<file path="config.mk">
export PLATFORM = sky130hd
export DESIGN_NAME = antialiased_line_rasterizer_core
export DESIGN_NICKNAME = d
export VERILOG_FILES = /design/src/design/alr_pkg.sv /design/src/design/alr_div.sv /design/src/design/antialiased_line_rasterizer_core.sv
export SDC_FILE = /design/constraint.sdc
export NUM_CORES = 2
export LEC_CHECK = 0
export ABC_AREA = 1
export BUFFER_PORTS_ARGS = -buffer_cell sky130_fd_sc_hd__buf_4
export CORE_MARGIN = 2
export CORE_UTILIZATION = 40
export CTS_CLUSTER_DIAMETER = 150
export DETAILED_ROUTE_END_ITERATION = 6
export PLACE_DENSITY_LB_ADDON = 0.3
export SLEW_MARGIN = 25
export SYNTH_ARGS = -nofsm -noshare
export SYNTH_HDL_FRONTEND = slang
export SYNTH_SLANG_ARGS = --single-unit
</file>
<file path="constraint.sdc">
create_clock -name clk_i -period 11.08 [get_ports clk_i]
set_clock_uncertainty 0.1 [all_clocks]
set_input_delay 1.108 -clock clk_i [delete_from_list [all_inputs] [get_ports clk_i]]
set_output_delay 1.108 -clock clk_i [all_outputs]
set_load 0.02 [all_outputs]
</file>
<file path="src/design/alr_pkg.sv">
// ----------------------------------------------------------------------------
// alr_pkg: shared types and constants of the antialiased line rasteriser
// Sequencer states and the fixed gradient format.
// ----------------------------------------------------------------------------
`default_nettype none

package alr_pkg;

  // fractional bits of the gradient
  localparam int unsigned GRAD_BITS = 16;
  // quotient bits produced by the divider (gradient magnitude up to 1.0)
  localparam int unsigned QUO_BITS  = GRAD_BITS + 1;
  // signed width of a minor-axis position
  localparam int unsigned POS_W     = 35;

  typedef enum logic [4:0] {
    ST_IDLE   = 5'b00001,
    ST_SETUP  = 5'b00010,
    ST_DIVIDE = 5'b00100,
    ST_PREP   = 5'b01000,
    ST_EMIT   = 5'b10000
  } state_e;

endpackage

`default_nettype wire

</file>
<file path="src/design/alr_div.sv">
// ----------------------------------------------------------------------------
// alr_div: gradient divider
// Restoring divider giving (num << 16) / den, one quotient bit per cycle.
// ----------------------------------------------------------------------------
`default_nettype none

module alr_div import alr_pkg::*; (
  input  wire logic                clk_i,
  input  wire logic                rst_ni,
  input  wire logic                start_i,
  input  wire logic [15:0]         num_i,
  input  wire logic [15:0]         den_i,
  output logic      [QUO_BITS-1:0] quo_o,
  output logic                     done_o
);

  localparam int unsigned CNT_W = $clog2(QUO_BITS);

  logic [16:0]         rem_q, rem_d;
  logic [QUO_BITS-1:0] quo_q, quo_d;
  logic [CNT_W-1:0]    cnt_q, cnt_d;
  logic [15:0]         den_q, den_d;
  logic                lsb_q, lsb_d;
  logic                busy_q, busy_d;
  logic                done_q, done_d;
  logic [17:0]         trial;
  logic                qbit;

  // one restoring step; dividend bits below the numerator are zero
  always_comb begin
    trial = {rem_q, (cnt_q == CNT_W'(QUO_BITS - 1)) ? lsb_q : 1'b0};
    qbit  = (trial >= {2'b00, den_q});
    rem_d = rem_q;
    quo_d = quo_q;
    cnt_d = cnt_q;
    den_d = den_q;
    lsb_d = lsb_q;
    busy_d = busy_q;
    done_d = 1'b0;
    if (start_i) begin
      // numerator >> 1 is already below the divisor
      rem_d  = {2'b00, num_i[15:1]};
      lsb_d  = num_i[0];
      den_d  = den_i;
      quo_d  = '0;
      cnt_d  = CNT_W'(QUO_BITS - 1);
      busy_d = 1'b1;
    end else if (busy_q) begin
      rem_d = qbit ? 17'(trial - {2'b00, den_q}) : trial[16:0];
      quo_d = {quo_q[QUO_BITS-2:0], qbit};
      cnt_d = cnt_q - CNT_W'(1);
      if (cnt_q == '0) begin
        busy_d = 1'b0;
        done_d = 1'b1;
      end
    end
  end

  always_ff @(posedge clk_i or negedge rst_ni) begin
    if (!rst_ni) begin
      busy_q <= 1'b0;
      done_q <= 1'b0;
      cnt_q  <= '0;
    end else begin
      busy_q <= busy_d;
      done_q <= done_d;
      cnt_q  <= cnt_d;
    end
  end

  always_ff @(posedge clk_i) begin
    rem_q <= rem_d;
    quo_q <= quo_d;
    den_q <= den_d;
    lsb_q <= lsb_d;
  end

  assign quo_o  = quo_q;
  assign done_o = done_q;

endmodule

`default_nettype wire

</file>
<file path="src/design/antialiased_line_rasterizer_core.sv">
// ----------------------------------------------------------------------------
// antialiased_line_rasterizer_core: Wu antialiased line rasteriser
// Turns one line segment into a run of pixel pairs with alphas.
// ----------------------------------------------------------------------------
// A line goes through set-up (ST_SETUP, then ST_DIVIDE in the bit-serial
// gradient divider, then ST_PREP) and then gives one output beat per cycle
// while the output side does not stall, one for each major-axis column (two
// endpoint beats, then the interior columns, at most MAX_COLUMNS). The input
// is ready only between lines.
`default_nettype none

module antialiased_line_rasterizer_core import alr_pkg::*; #(
  parameter int unsigned MAX_COLUMNS   = 64,
  parameter int unsigned FRACTION_BITS = 4
) (
  input  wire logic        clk_i,
  input  wire logic        rst_ni,
  input  wire logic        in_valid_i,
  output logic             in_ready_o,
  input  wire logic [15:0] start_x_i,
  input  wire logic [15:0] start_y_i,
  input  wire logic [15:0] end_x_i,
  input  wire logic [15:0] end_y_i,
  input  wire logic [7:0]  red_i,
  input  wire logic [7:0]  green_i,
  input  wire logic [7:0]  blue_i,
  input  wire logic [7:0]  intensity_i,
  output logic             out_valid_o,
  input  wire logic        out_ready_i,
  output logic [12:0]      pixel_x_o,
  output logic [12:0]      pixel_y_o,
  output logic             pair_along_x_o,
  output logic [7:0]       alpha_near_o,
  output logic [7:0]       alpha_far_o,
  output logic [7:0]       out_red_o,
  output logic [7:0]       out_green_o,
  output logic [7:0]       out_blue_o,
  output logic             last_column_o,
  output logic             truncated_o
);

  localparam int unsigned FB    = FRACTION_BITS;
  localparam int unsigned POS   = FB + GRAD_BITS;
  localparam int unsigned XW    = 17;
  localparam int unsigned CW    = $clog2(MAX_COLUMNS + 1);
  localparam int unsigned GAPW  = FB + 1;
  localparam int unsigned GIW   = GAPW + 8;
  localparam int unsigned OFFW  = FB + 1;
  localparam int unsigned PGW   = QUO_BITS + 1 + OFFW;
  localparam int unsigned MW    = POS + 1 + GIW;
  localparam logic [16:0] HALF  = 17'(1 << (FB - 1));
  localparam logic [GAPW-1:0] ONE = GAPW'(1 << FB);

  state_e state_q, state_d;

  // captured beat
  logic [15:0] ix0_q, iy0_q, ix1_q, iy1_q;
  logic [7:0]  red_q, green_q, blue_q, inten_q;
  // normalised line
  logic [15:0] x0_q, y0_q, x1_q, y1_q, dx_q;
  logic        neg_q, steep_q;
  // per-line constants
  logic signed [QUO_BITS:0] grad_q;
  logic signed [POS_W-1:0]  ye1_q, ye2_q, acc_q, gstep_q;
  logic [XW-1:0]            xe1_q, xe2_q, maj_q;
  logic [GIW-1:0]           gi1_q, gi2_q, gii_q;
  logic [CW-1:0]            count_q, col_q;
  logic                     trunc_q;
  // output register
  logic        ovalid_q;
  logic [12:0] px_q, py_q;
  logic [7:0]  an_q, af_q;
  logic [7:0]  ored_q, ogrn_q, oblu_q;
  logic        pax_q;
  logic        last_q, trc_q;

  logic                div_start, div_done;
  logic [QUO_BITS-1:0] quo;

  assign div_start = (state_q == ST_SETUP);

  // set-up: steepness, axis swap and endpoint order
  logic [16:0] adx_c, ady_c;
  logic        steep_c, swap_c;
  logic [15:0] a0, b0, a1, b1, dxn_c, adyn_c;
  always_comb begin
    adx_c   = (ix1_q >= ix0_q) ? 17'(ix1_q - ix0_q) : 17'(ix0_q - ix1_q);
    ady_c   = (iy1_q >= iy0_q) ? 17'(iy1_q - iy0_q) : 17'(iy0_q - iy1_q);
    steep_c = ady_c > adx_c;
    a0 = steep_c ? iy0_q : ix0_q;
    b0 = steep_c ? ix0_q : iy0_q;
    a1 = steep_c ? iy1_q : ix1_q;
    b1 = steep_c ? ix1_q : iy1_q;
    swap_c = a0 > a1;
    // span and minor magnitude feed the divider straight away
    dxn_c  = swap_c ? 16'(a0 - a1) : 16'(a1 - a0);
    adyn_c = (b1 >= b0) ? 16'(b1 - b0) : 16'(b0 - b1);
  end

  alr_div u_div (
    .clk_i  (clk_i),
    .rst_ni (rst_ni),
    .start_i(div_start),
    .num_i  (adyn_c),
    .den_i  (dxn_c),
    .quo_o  (quo),
    .done_o (div_done)
  );

  // prep: endpoint rounding, gaps, positions and column count
  logic [16:0]              s1, s2;
  logic [FB-1:0]            f1, f2;
  logic signed [QUO_BITS:0] grad_c;
  logic signed [OFFW-1:0]   off1, off2;
  logic signed [PGW-1:0]    pg1, pg2;
  logic signed [POS_W-1:0]  ye1_c, ye2_c, gstep_c;
  logic [GAPW-1:0]          gap1, gap2;
  logic [XW-1:0]            xe1_c, xe2_c, diff;
  logic                     trunc_c;
  logic [CW-1:0]            count_c;
  always_comb begin
    s1 = {1'b0, x0_q} + HALF;
    s2 = {1'b0, x1_q} + HALF;
    f1 = s1[FB-1:0];
    f2 = s2[FB-1:0];
    xe1_c = XW'(s1 >> FB);
    xe2_c = XW'(s2 >> FB);
    if (dx_q == '0) begin
      grad_c = (QUO_BITS + 1)'(1 << GRAD_BITS);
    end else if (neg_q) begin
      grad_c = -$signed({1'b0, quo});
    end else begin
      grad_c = $signed({1'b0, quo});
    end
    off1 = $signed(OFFW'(HALF)) - $signed({1'b0, f1});
    off2 = $signed(OFFW'(HALF)) - $signed({1'b0, f2});
    pg1  = PGW'(grad_c) * PGW'(off1);
    pg2  = PGW'(grad_c) * PGW'(off2);
    ye1_c = ($signed(POS_W'({1'b0, y0_q})) <<< GRAD_BITS) + POS_W'(pg1);
    ye2_c = ($signed(POS_W'({1'b0, y1_q})) <<< GRAD_BITS) + POS_W'(pg2);
    gstep_c = POS_W'(grad_c) <<< FB;
    gap1 = ONE - GAPW'(f1);
    gap2 = GAPW'(f2);
    diff = xe2_c - xe1_c;
    trunc_c = diff >= XW'(MAX_COLUMNS);
    if (diff == '0) begin
      count_c = CW'(2);
    end else if (trunc_c) begin
      count_c = CW'(MAX_COLUMNS);
    end else begin
      count_c = CW'(diff + XW'(1));
    end
  end

  // column datapath: pick the column, split the position, weight the alphas
  logic signed [POS_W-1:0] pos;
  logic [XW-1:0]           maj;
  logic [GIW-1:0]          gi;
  logic [12:0]             mn, mj;
  logic [POS-1:0]          fr;
  logic [POS:0]            wn, wf;
  logic [MW-1:0]           mn_p, mf_p;
  logic                    last_c;
  always_comb begin
    if (col_q == CW'(0)) begin
      pos = ye1_q; maj = xe1_q; gi = gi1_q;
    end else if (col_q == CW'(1)) begin
      pos = ye2_q; maj = xe2_q; gi = gi2_q;
    end else begin
      pos = acc_q; maj = maj_q; gi = gii_q;
    end
    mn   = 13'(pos >>> POS);
    mj   = maj[12:0];
    fr   = pos[POS-1:0];
    wn   = {1'b1, {POS{1'b0}}} - {1'b0, fr};
    wf   = {1'b0, fr};
    mn_p = MW'(wn) * MW'(gi);
    mf_p = MW'(wf) * MW'(gi);
    last_c = (col_q == count_q - CW'(1));
  end

  logic load;
  assign load = (state_q == ST_EMIT) && (!ovalid_q || out_ready_i);

  // sequencer
  always_comb begin
    state_d = state_q;
    case (state_q)
      ST_IDLE:   if (in_valid_i) state_d = ST_SETUP;
      ST_SETUP:  state_d = ST_DIVIDE;
      ST_DIVIDE: if (div_done) state_d = ST_PREP;
      ST_PREP:   state_d = ST_EMIT;
      ST_EMIT:   if (load && last_c) state_d = ST_IDLE;
      default:   state_d = ST_IDLE;
    endcase
  end

  always_ff @(posedge clk_i or negedge rst_ni) begin
    if (!rst_ni) begin
      state_q  <= ST_IDLE;
      ovalid_q <= 1'b0;
      col_q    <= '0;
    end else begin
      state_q <= state_d;
      if (load) begin
        ovalid_q <= 1'b1;
      end else if (out_ready_i) begin
        ovalid_q <= 1'b0;
      end
      if (state_q == ST_PREP) begin
        col_q <= '0;
      end else if (load) begin
        col_q <= col_q + CW'(1);
      end
    end
  end

  // payload registers
  always_ff @(posedge clk_i) begin
    if (in_valid_i && in_ready_o) begin
      ix0_q <= start_x_i; iy0_q <= start_y_i;
      ix1_q <= end_x_i;   iy1_q <= end_y_i;
      red_q <= red_i; green_q <= green_i; blue_q <= blue_i;
      inten_q <= intensity_i;
    end
    if (state_q == ST_SETUP) begin
      steep_q <= steep_c;
      dx_q    <= dxn_c;
      if (swap_c) begin
        x0_q <= a1; y0_q <= b1; x1_q <= a0; y1_q <= b0;
        neg_q <= b0 < b1;
      end else begin
        x0_q <= a0; y0_q <= b0; x1_q <= a1; y1_q <= b1;
        neg_q <= b1 < b0;
      end
    end
    if (state_q == ST_PREP) begin
      grad_q  <= grad_c;
      ye1_q   <= ye1_c;
      ye2_q   <= ye2_c;
      gstep_q <= gstep_c;
      acc_q   <= ye1_c + gstep_c;
      xe1_q   <= xe1_c;
      xe2_q   <= xe2_c;
      maj_q   <= xe1_c + XW'(1);
      gi1_q   <= GIW'(gap1) * GIW'(inten_q);
      gi2_q   <= GIW'(gap2) * GIW'(inten_q);
      gii_q   <= GIW'(ONE) * GIW'(inten_q);
      count_q <= count_c;
      trunc_q <= trunc_c;
    end else if (load && col_q >= CW'(2)) begin
      acc_q <= acc_q + gstep_q;
      maj_q <= maj_q + XW'(1);
    end
    // whole beat held here, so the next line can be taken in meanwhile
    if (load) begin
      px_q   <= steep_q ? mn : mj;
      py_q   <= steep_q ? mj : mn;
      an_q   <= mn_p[POS+FB +: 8];
      af_q   <= mf_p[POS+FB +: 8];
      ored_q <= red_q;
      ogrn_q <= green_q;
      oblu_q <= blue_q;
      pax_q  <= steep_q;
      last_q <= last_c;
      trc_q  <= last_c && trunc_q;
    end
  end

  assign in_ready_o     = (state_q == ST_IDLE);
  assign out_valid_o    = ovalid_q;
  assign pixel_x_o      = px_q;
  assign pixel_y_o      = py_q;
  assign pair_along_x_o = pax_q;
  assign alpha_near_o   = an_q;
  assign alpha_far_o    = af_q;
  assign out_red_o      = ored_q;
  assign out_green_o    = ogrn_q;
  assign out_blue_o     = oblu_q;
  assign last_column_o  = last_q;
  assign truncated_o    = trc_q;

  // checks
  a_busy_after_accept: assert property (@(posedge clk_i) disable iff (!rst_ni)
    (in_valid_i && in_ready_o) |=> !in_ready_o)
    else $error("input ready straight after an accepted beat");

  a_trunc_on_last: assert property (@(posedge clk_i) disable iff (!rst_ni)
    (out_valid_o && truncated_o) |-> last_column_o)
    else $error("truncated flag away from the last beat");

  a_div_done_state: assert property (@(posedge clk_i) disable iff (!rst_ni)
    div_done |-> (state_q == ST_DIVIDE))
    else $error("divider finished outside the divide phase");

  a_grad_bound: assert property (@(posedge clk_i) disable iff (!rst_ni)
    (state_q == ST_EMIT) |-> (grad_q <= $signed((QUO_BITS + 1)'(1 << GRAD_BITS))))
    else $error("gradient above one");

endmodule

`default_nettype wire

</file>
## Yosys cells after proc, flatten, opt, wreduce, memory -nomap -nowiden

Index checks and enable logic that the tools add are counted.

| operators by class | value |
|---|---|
| add/subtract/negate cells | 27 |
| $mul | 6 |
| div/mod/pow operators | 0 |
| magnitude comparators | 10 |
| equality and inequality tests | 11 |
| shifts and indexed selects | 0 |
| multiplexer cells | 48 |
| bitwise logic cells | 0 |
| reductions and logical operators | 17 |

Operators with widths:

| kind | number |
|---|---|
| two-way mux 16 bit | 10 |
| two-way mux 17 bit | 5 |
| two-way mux 13 bit | 6 |
| two-way mux 35 bit | 2 |
| subtractor 16 x 16 -> 17 bit | 4 |
| two-way mux 33 bit | 2 |
| subtractor 16 bit | 4 |
| >= comparator 16 bit | 3 |
| multiplier 18 x 5 -> 23 bit | 2 |
| two-way mux 18 bit | 2 |
| adder 34 x 22 -> 35 bit | 1 |
| adder 35 x 22 -> 35 bit | 1 |
| adder 16 x 4 -> 17 bit (second input constant) | 2 |
| adder 33 x 23 -> 34 bit | 1 |
| adder 33 x 23 -> 33 bit | 1 |
| less-than comparator 16 bit | 2 |
| multiplier 20 x 13 -> 32 bit | 1 |
| multiplier 21 x 13 -> 32 bit | 1 |
| two-way mux 15 bit | 2 |
| two-way mux 5 bit | 5 |
| case mux 5 bit (5 select lines) | 1 |
| two-way mux 7 bit | 3 |
| subtractor 21 x 20 -> 21 bit (first input constant) | 1 |
| >= comparator 18 x 16 -> 1 bit | 1 |
| other kinds (37) | 56 |

| storage, ports and cells | value |
|---|---|
| register bits | 506 |
| latch bits | 0 |
| memory bits (writable) | 0 |
| memory bits (read-only) | 0 |
| input bits | 100 |
| output and inout bits | 71 |
| logic and storage cells | 167 |
| memories | 0 |

## Depth between registers and ports, before layout

| depth | value |
|---|---|
| depth in word-level cells | 7 |
| gate-level depth with buffers | 46 |

## Hierarchy

A second synthesis with hierarchy kept.

| unflattened totals | value |
|---|---|
| cell total of the unflattened synthesis | 7,372 |
| area total of the unflattened synthesis | 60,110.2 um^2 |

Modules (own cells, without submodules):

| module | times used | cells each | area each (um^2) | seq. area each (um^2) |
|---|---|---|---|---|
| antialiased_line_rasterizer_core | 1 | 6,910 | 56,621.8 | 13,659.4 |
| alr_div | 1 | 462 | 3,488.3 | 1,516.5 |

## Least setup slack after synthesis

No wires, ideal clock.

| timing path | value |
|---|---|
| path type | flip-flop to flip-flop |
| start | reg u_div.quo_q[0] (netlist: u_div.quo_o[0]) |
| end | reg acc_q[32] (data pin) |
| arrival | 6.775 ns |
| data required time | 10.724 ns |
| slack | 3.949 ns |
| stages on the path, launching flop included | 43 |
| clock period less this slack | 7.131 ns |
| cell sequence | dfxtp_1 inv_1 ha_1 inv_1 nor3_1 inv_1 nor3_1 inv_1 nor3_1 nand4_1 nand2_1 nor2_1 nor3_1 inv_1 nor2_1 fa_1 fa_1 inv_1 [7 not listed] a21boi_0 o21ai_0 nand2_1 nand2_1 nand2_1 nand2_1 xor2_1 ha_1 nand2_1 nor2_1 nand4_1 or2_2 nand3_1 nand3_1 nand2_1 nand2_1 nand3_1 nand2_1 |

| between the ends | value |
|---|---|
| cells in the longest elaborated chain, start to end | 7 |

RTL lines:

| element | line | RTL |
|---|---|---|
| start: declaration | alr_div.sv:20 | `logic [QUO_BITS-1:0] quo_q, quo_d;` |
| start signal: assignment | alr_div.sv:73 | `quo_q <= quo_d;` |
| negator 17 -> 18 bit | antialiased_line_rasterizer_core.sv:131 | `grad_c = -$signed({1'b0, quo});` |
| two-way mux 18 bit | antialiased_line_rasterizer_core.sv:130 | `end else if (neg_q) begin` |
| two-way mux 18 bit | antialiased_line_rasterizer_core.sv:128 | `if (dx_q == '0) begin` |
| via grad_c[12] | antialiased_line_rasterizer_core.sv:113 | `logic signed [QUO_BITS:0] grad_c;` |
| multiplier 18 x 5 -> 23 bit | antialiased_line_rasterizer_core.sv:137 | `pg1 = PGW'(grad_c) * PGW'(off1);` |
| adder 33 x 23 -> 34 bit | antialiased_line_rasterizer_core.sv:139 | `ye1_c = ($signed(POS_W'({1'b0, y0_q})) <<< GRAD_BITS) + POS_W'(pg1);` |
| via ye1_c[30] | antialiased_line_rasterizer_core.sv:116 | `logic signed [POS_W-1:0] ye1_c, ye2_c, gstep_c;` |
| adder 34 x 22 -> 35 bit | antialiased_line_rasterizer_core.sv:242 | `acc_q <= ye1_c + gstep_c;` |
| two-way mux 35 bit | antialiased_line_rasterizer_core.sv:237 | `if (state_q == ST_PREP) begin` |
| end signal: assignment | antialiased_line_rasterizer_core.sv:242 |  |
| end signal: assignment | antialiased_line_rasterizer_core.sv:252 | `acc_q <= acc_q + gstep_q;` |
| end: declaration | antialiased_line_rasterizer_core.sv:64 | `logic signed [POS_W-1:0] ye1_q, ye2_q, acc_q, gstep_q;` |

The timed path passes the listed nets, and every way through them passes these cells.
A chain may end at the register's enable or synchronous reset.

## Worst setup path in the final report

| timing path | value |
|---|---|
| start | reg ix1_q[2] |
| end | reg y0_q[14] (data pin) |

| between the ends | value |
|---|---|
| cells in the longest elaborated chain, start to end | 6 |

RTL lines:

| element | line | RTL |
|---|---|---|
| start: declaration | antialiased_line_rasterizer_core.sv:57 | `logic [15:0] ix0_q, iy0_q, ix1_q, iy1_q;` |
| start signal: assignment | antialiased_line_rasterizer_core.sv:222 | `ix1_q <= end_x_i; iy1_q <= end_y_i;` |
| subtractor 16 x 16 -> 17 bit / >= comparator 16 bit (equally long branches) | antialiased_line_rasterizer_core.sv:87 | `adx_c = (ix1_q >= ix0_q) ? 17'(ix1_q - ix0_q) : 17'(ix0_q - ix1_q);` |
| two-way mux 17 bit | antialiased_line_rasterizer_core.sv:87 |  |
| greater-than comparator 17 bit | antialiased_line_rasterizer_core.sv:89 | `steep_c = ady_c > adx_c;` |
| two-way mux 16 bit (on tied branches) | antialiased_line_rasterizer_core.sv:90, antialiased_line_rasterizer_core.sv:92 |  |
| greater-than comparator 16 bit | antialiased_line_rasterizer_core.sv:94 | `swap_c = a0 > a1;` |
| two-way mux 16 bit * | antialiased_line_rasterizer_core.sv:229 | `if (swap_c) begin` |
| end signal: assignment | antialiased_line_rasterizer_core.sv:230 | `x0_q <= a1; y0_q <= b1; x1_q <= a0; y1_q <= b0;` |
| end signal: assignment | antialiased_line_rasterizer_core.sv:233 | `x0_q <= a0; y0_q <= b0; x1_q <= a1; y1_q <= b1;` |
| end: declaration | antialiased_line_rasterizer_core.sv:60 | `logic [15:0] x0_q, y0_q, x1_q, y1_q, dx_q;` |

Mark *: on every way between the ends. The rest lies on a longest branch, timed or not.

==> run metrics <==
1st-pass router iterations 7; class of the worst hold path input pin to asynchronous set/reset pin; Worst Path Arrival 9.89 ns; maximum clock frequency 104 MHz; port bufs 170; DRT iter0 DRCs 3782; Post-Syn Area 58900 µm²; clock-pin slew on the worst setup and hold paths 0.06 ns; async set-or-reset flop fraction in the synthesized netlist 4.01%; CTS Hold Bufs 0; antenna-violating nets left 0; average size of a mapped cell 8.18 µm²; Final Max Slew Viols 0; CP Capture Type flop; CP most frequent cell nand2_1; Post-synth EDFFs 460; drt via density 5.28; Worst-Margin Slew 1.05 ns; gr usage total 24.1%; area grow syn2layout 9.22%; via count of the routed design 48900; Site Rows 140; Max-Slew Margin vs Limit 29.4%; CTS tree done; clk buf depth 3; Sink Count 499; RSZ-0062 raised after global routing false; I/O pin cnt 171; post-synthesis sequential area ratio 24.9%; status finished clean; Worst path top cell family by delay compound AO/OA/AOI/OAI gates; largest net degree at the start of global routing 142; root buffer cell clkbuf_16; r2r worst-path depth 33; CTS Buf Count 61; Synth Instances 7202; GR peak layer met2; clk_lat worst skew 0.73 ns; Die ar. 150000 µm²; M1 GR Usage 31.6%; Die X 388 µm; Critical Path RT 11.35 ns; routability cong. 0.947; Final Setup Violations 0; GR Util met3 3.08%; GR met2 Demand/Resource 40.4%; Post-CTS Resized 0; Post-Route WL 183 mm; antenna violations before repair 3; Yosys cell types 72; H-tree depth 2; WP depth 33; DP Cell Count 9146; postcts setup bufs 0; total congestion overflow 0; DRC viols 0; Nets 8540; non-filler instance count after layout 9262; Largest stage delay, worst path 0.86 ns; core footprint 146000 µm²; first-pass GRT wire length 283 mm; Top FF cell, synth edfxtp_1; CP max FO 94; Synth Register Bits 499; layout cells sized above 1 5.60%; vias in the first global route 48600; initial core utilization 40.4%; Max-Cap Viols 0; number of hold violations in the final report 0; fin crit period 9.62 ns; Synth Warn # 0; Slowest cell on crit path o21ai_0; total negative slack 0 ns; WL/cell 19.7 µm; CP Class flop to flop; DP HPWL 149 mm; Die H 388 µm; crit share post-route 86.8%; CP startpoint kind flop; WP buf/inv 2; syn_nets 8450
-- layer usage --
layer | vias up | wire length [µm]
li1 | 23200 | -
met3 | 363 | 11300
met5 | - | 9
met1 | 23800 | 76400
met4 | 2 | 8170
met2 | 1629 | 86800
-- through the flow --
step	hold slack, ns	worst slack (ns)	instance area (µm²)	util, %
after floorplan	0.300	3.95	58900	-
after global placement	0.300	1.78	62300	42.7
after detailed placement	0.305	1.63	62300	42.7
after CTS	0.155	1.58	64400	44.1
after global routing	0.171	0.701	64400	44.1
final	0.187	1.46	64400	44.1
-- flip-flops by register name, indices dropped and copies added (netlist names), 12 cells and up --
signal / count
maj_q: 13
u_div.rem_q: 17
xe1_q: 13
gi1_q: 13
u_div.den_q: 16
iy0_q: 16
gi2_q: 12
y1_q: 16
ye1_q: 33
ix1_q: 16
pixel_x_o: 13
ye2_q: 33
gstep_q: 18
u_div.quo_o: 17
x1_q: 16
x0_q: 16
ix0_q: 16
xe2_q: 13
iy1_q: 16
acc_q: 33
y0_q: 16
pixel_y_o: 13
-- Yosys cell counts, drive strengths merged, types with 11 or more instances --
cell type | n | area share [%]
a21boi | 11 | 0.14
a21o | 50 | 0.64
a21oi | 435 | 3.7
a31oi | 36 | 0.38
buf | 38 | 0.34
clkbuf | 160 | 1.0
clkinv | 17 | 0.11
dfrtp | 19 | 0.81
dfxtp | 19 | 0.65
edfxtp | 460 | 23
fa | 629 | 21
ha | 519 | 11
inv | 1362 | 8.7
mux2i | 11 | 0.19
nand2 | 1514 | 9.7
nand3 | 223 | 1.9
nand3b | 15 | 0.19
nand4 | 52 | 0.55
nor2 | 615 | 4.0
nor3 | 75 | 0.66
nor4 | 27 | 0.29
o2111ai | 12 | 0.18
o211ai | 18 | 0.23
o21a | 14 | 0.18
o21ai | 500 | 4.3
o21bai | 20 | 0.25
o22ai | 22 | 0.23
or2 | 20 | 0.21
xnor2 | 77 | 1.1
xor2 | 164 | 2.5
-- final cells by class --
| type | count | area [µm²] |
|---|---|---|
| fill | 14500 | 81500 |
| multi-input combinational | 5126 | 38300 |
| sequential | 499 | 14700 |
| inverter | 1379 | 5180 |
| tap | 1917 | 2400 |
| timing repair buffer | 225 | 1700 |
| clock buffer | 66 | 1550 |
| clock inverter | 49 | 498 |
| antenna | 1 | 2.50 |
-- worst paths after layout --
check,start,to,slack (ns)
hold / removal,rst_ni,col_q[0],0.19
min in group clk_i,green_q[7],out_green_o[7],0.31
hold reg to reg,green_q[7],out_green_o[7],0.31
setup / recovery,ix1_q[2],y0_q[14],1.46
setup reg to reg,ix1_q[2],y0_q[14],1.46
max in group asynchronous,rst_ni,state_q[0],10.39
-- logic make-up (layout without fill, tap and decap cells) --
group,after synthesis,count (layout),share of synthesized area [%]
XOR/XNOR,241,241,3.63
multiplexers,16,16,0.282
AND/OR/NAND/NOR,2551,2551,17.7
adder cells (fa/ha/maj),1148,1148,32.4
other,0,1,0
AO/OA/AOI/OAI,1170,1170,10.9
flip-flops,499,499,24.9
buffers and inverters,1577,1719,10.1
-- layout by cell type (no fill, tap or decap), types with 35 or more instances in the layout --
master,n
a21o_1,50
a21oi_1,435
a31oi_1,35
buf_4,224
clkbuf_16,61
edfxtp_1,460
fa_1,629
ha_1,519
inv_1,1345
nand2_1,1500
nand3_1,219
nand4_1,52
nor2_1,598
nor3_1,73
o21ai_0,481
xnor2_1,77
xor2_1,162
Power is left out: the tool's default activity adds up to more than one toggle a clock period on the data nets, which glitch-free logic cannot reach.
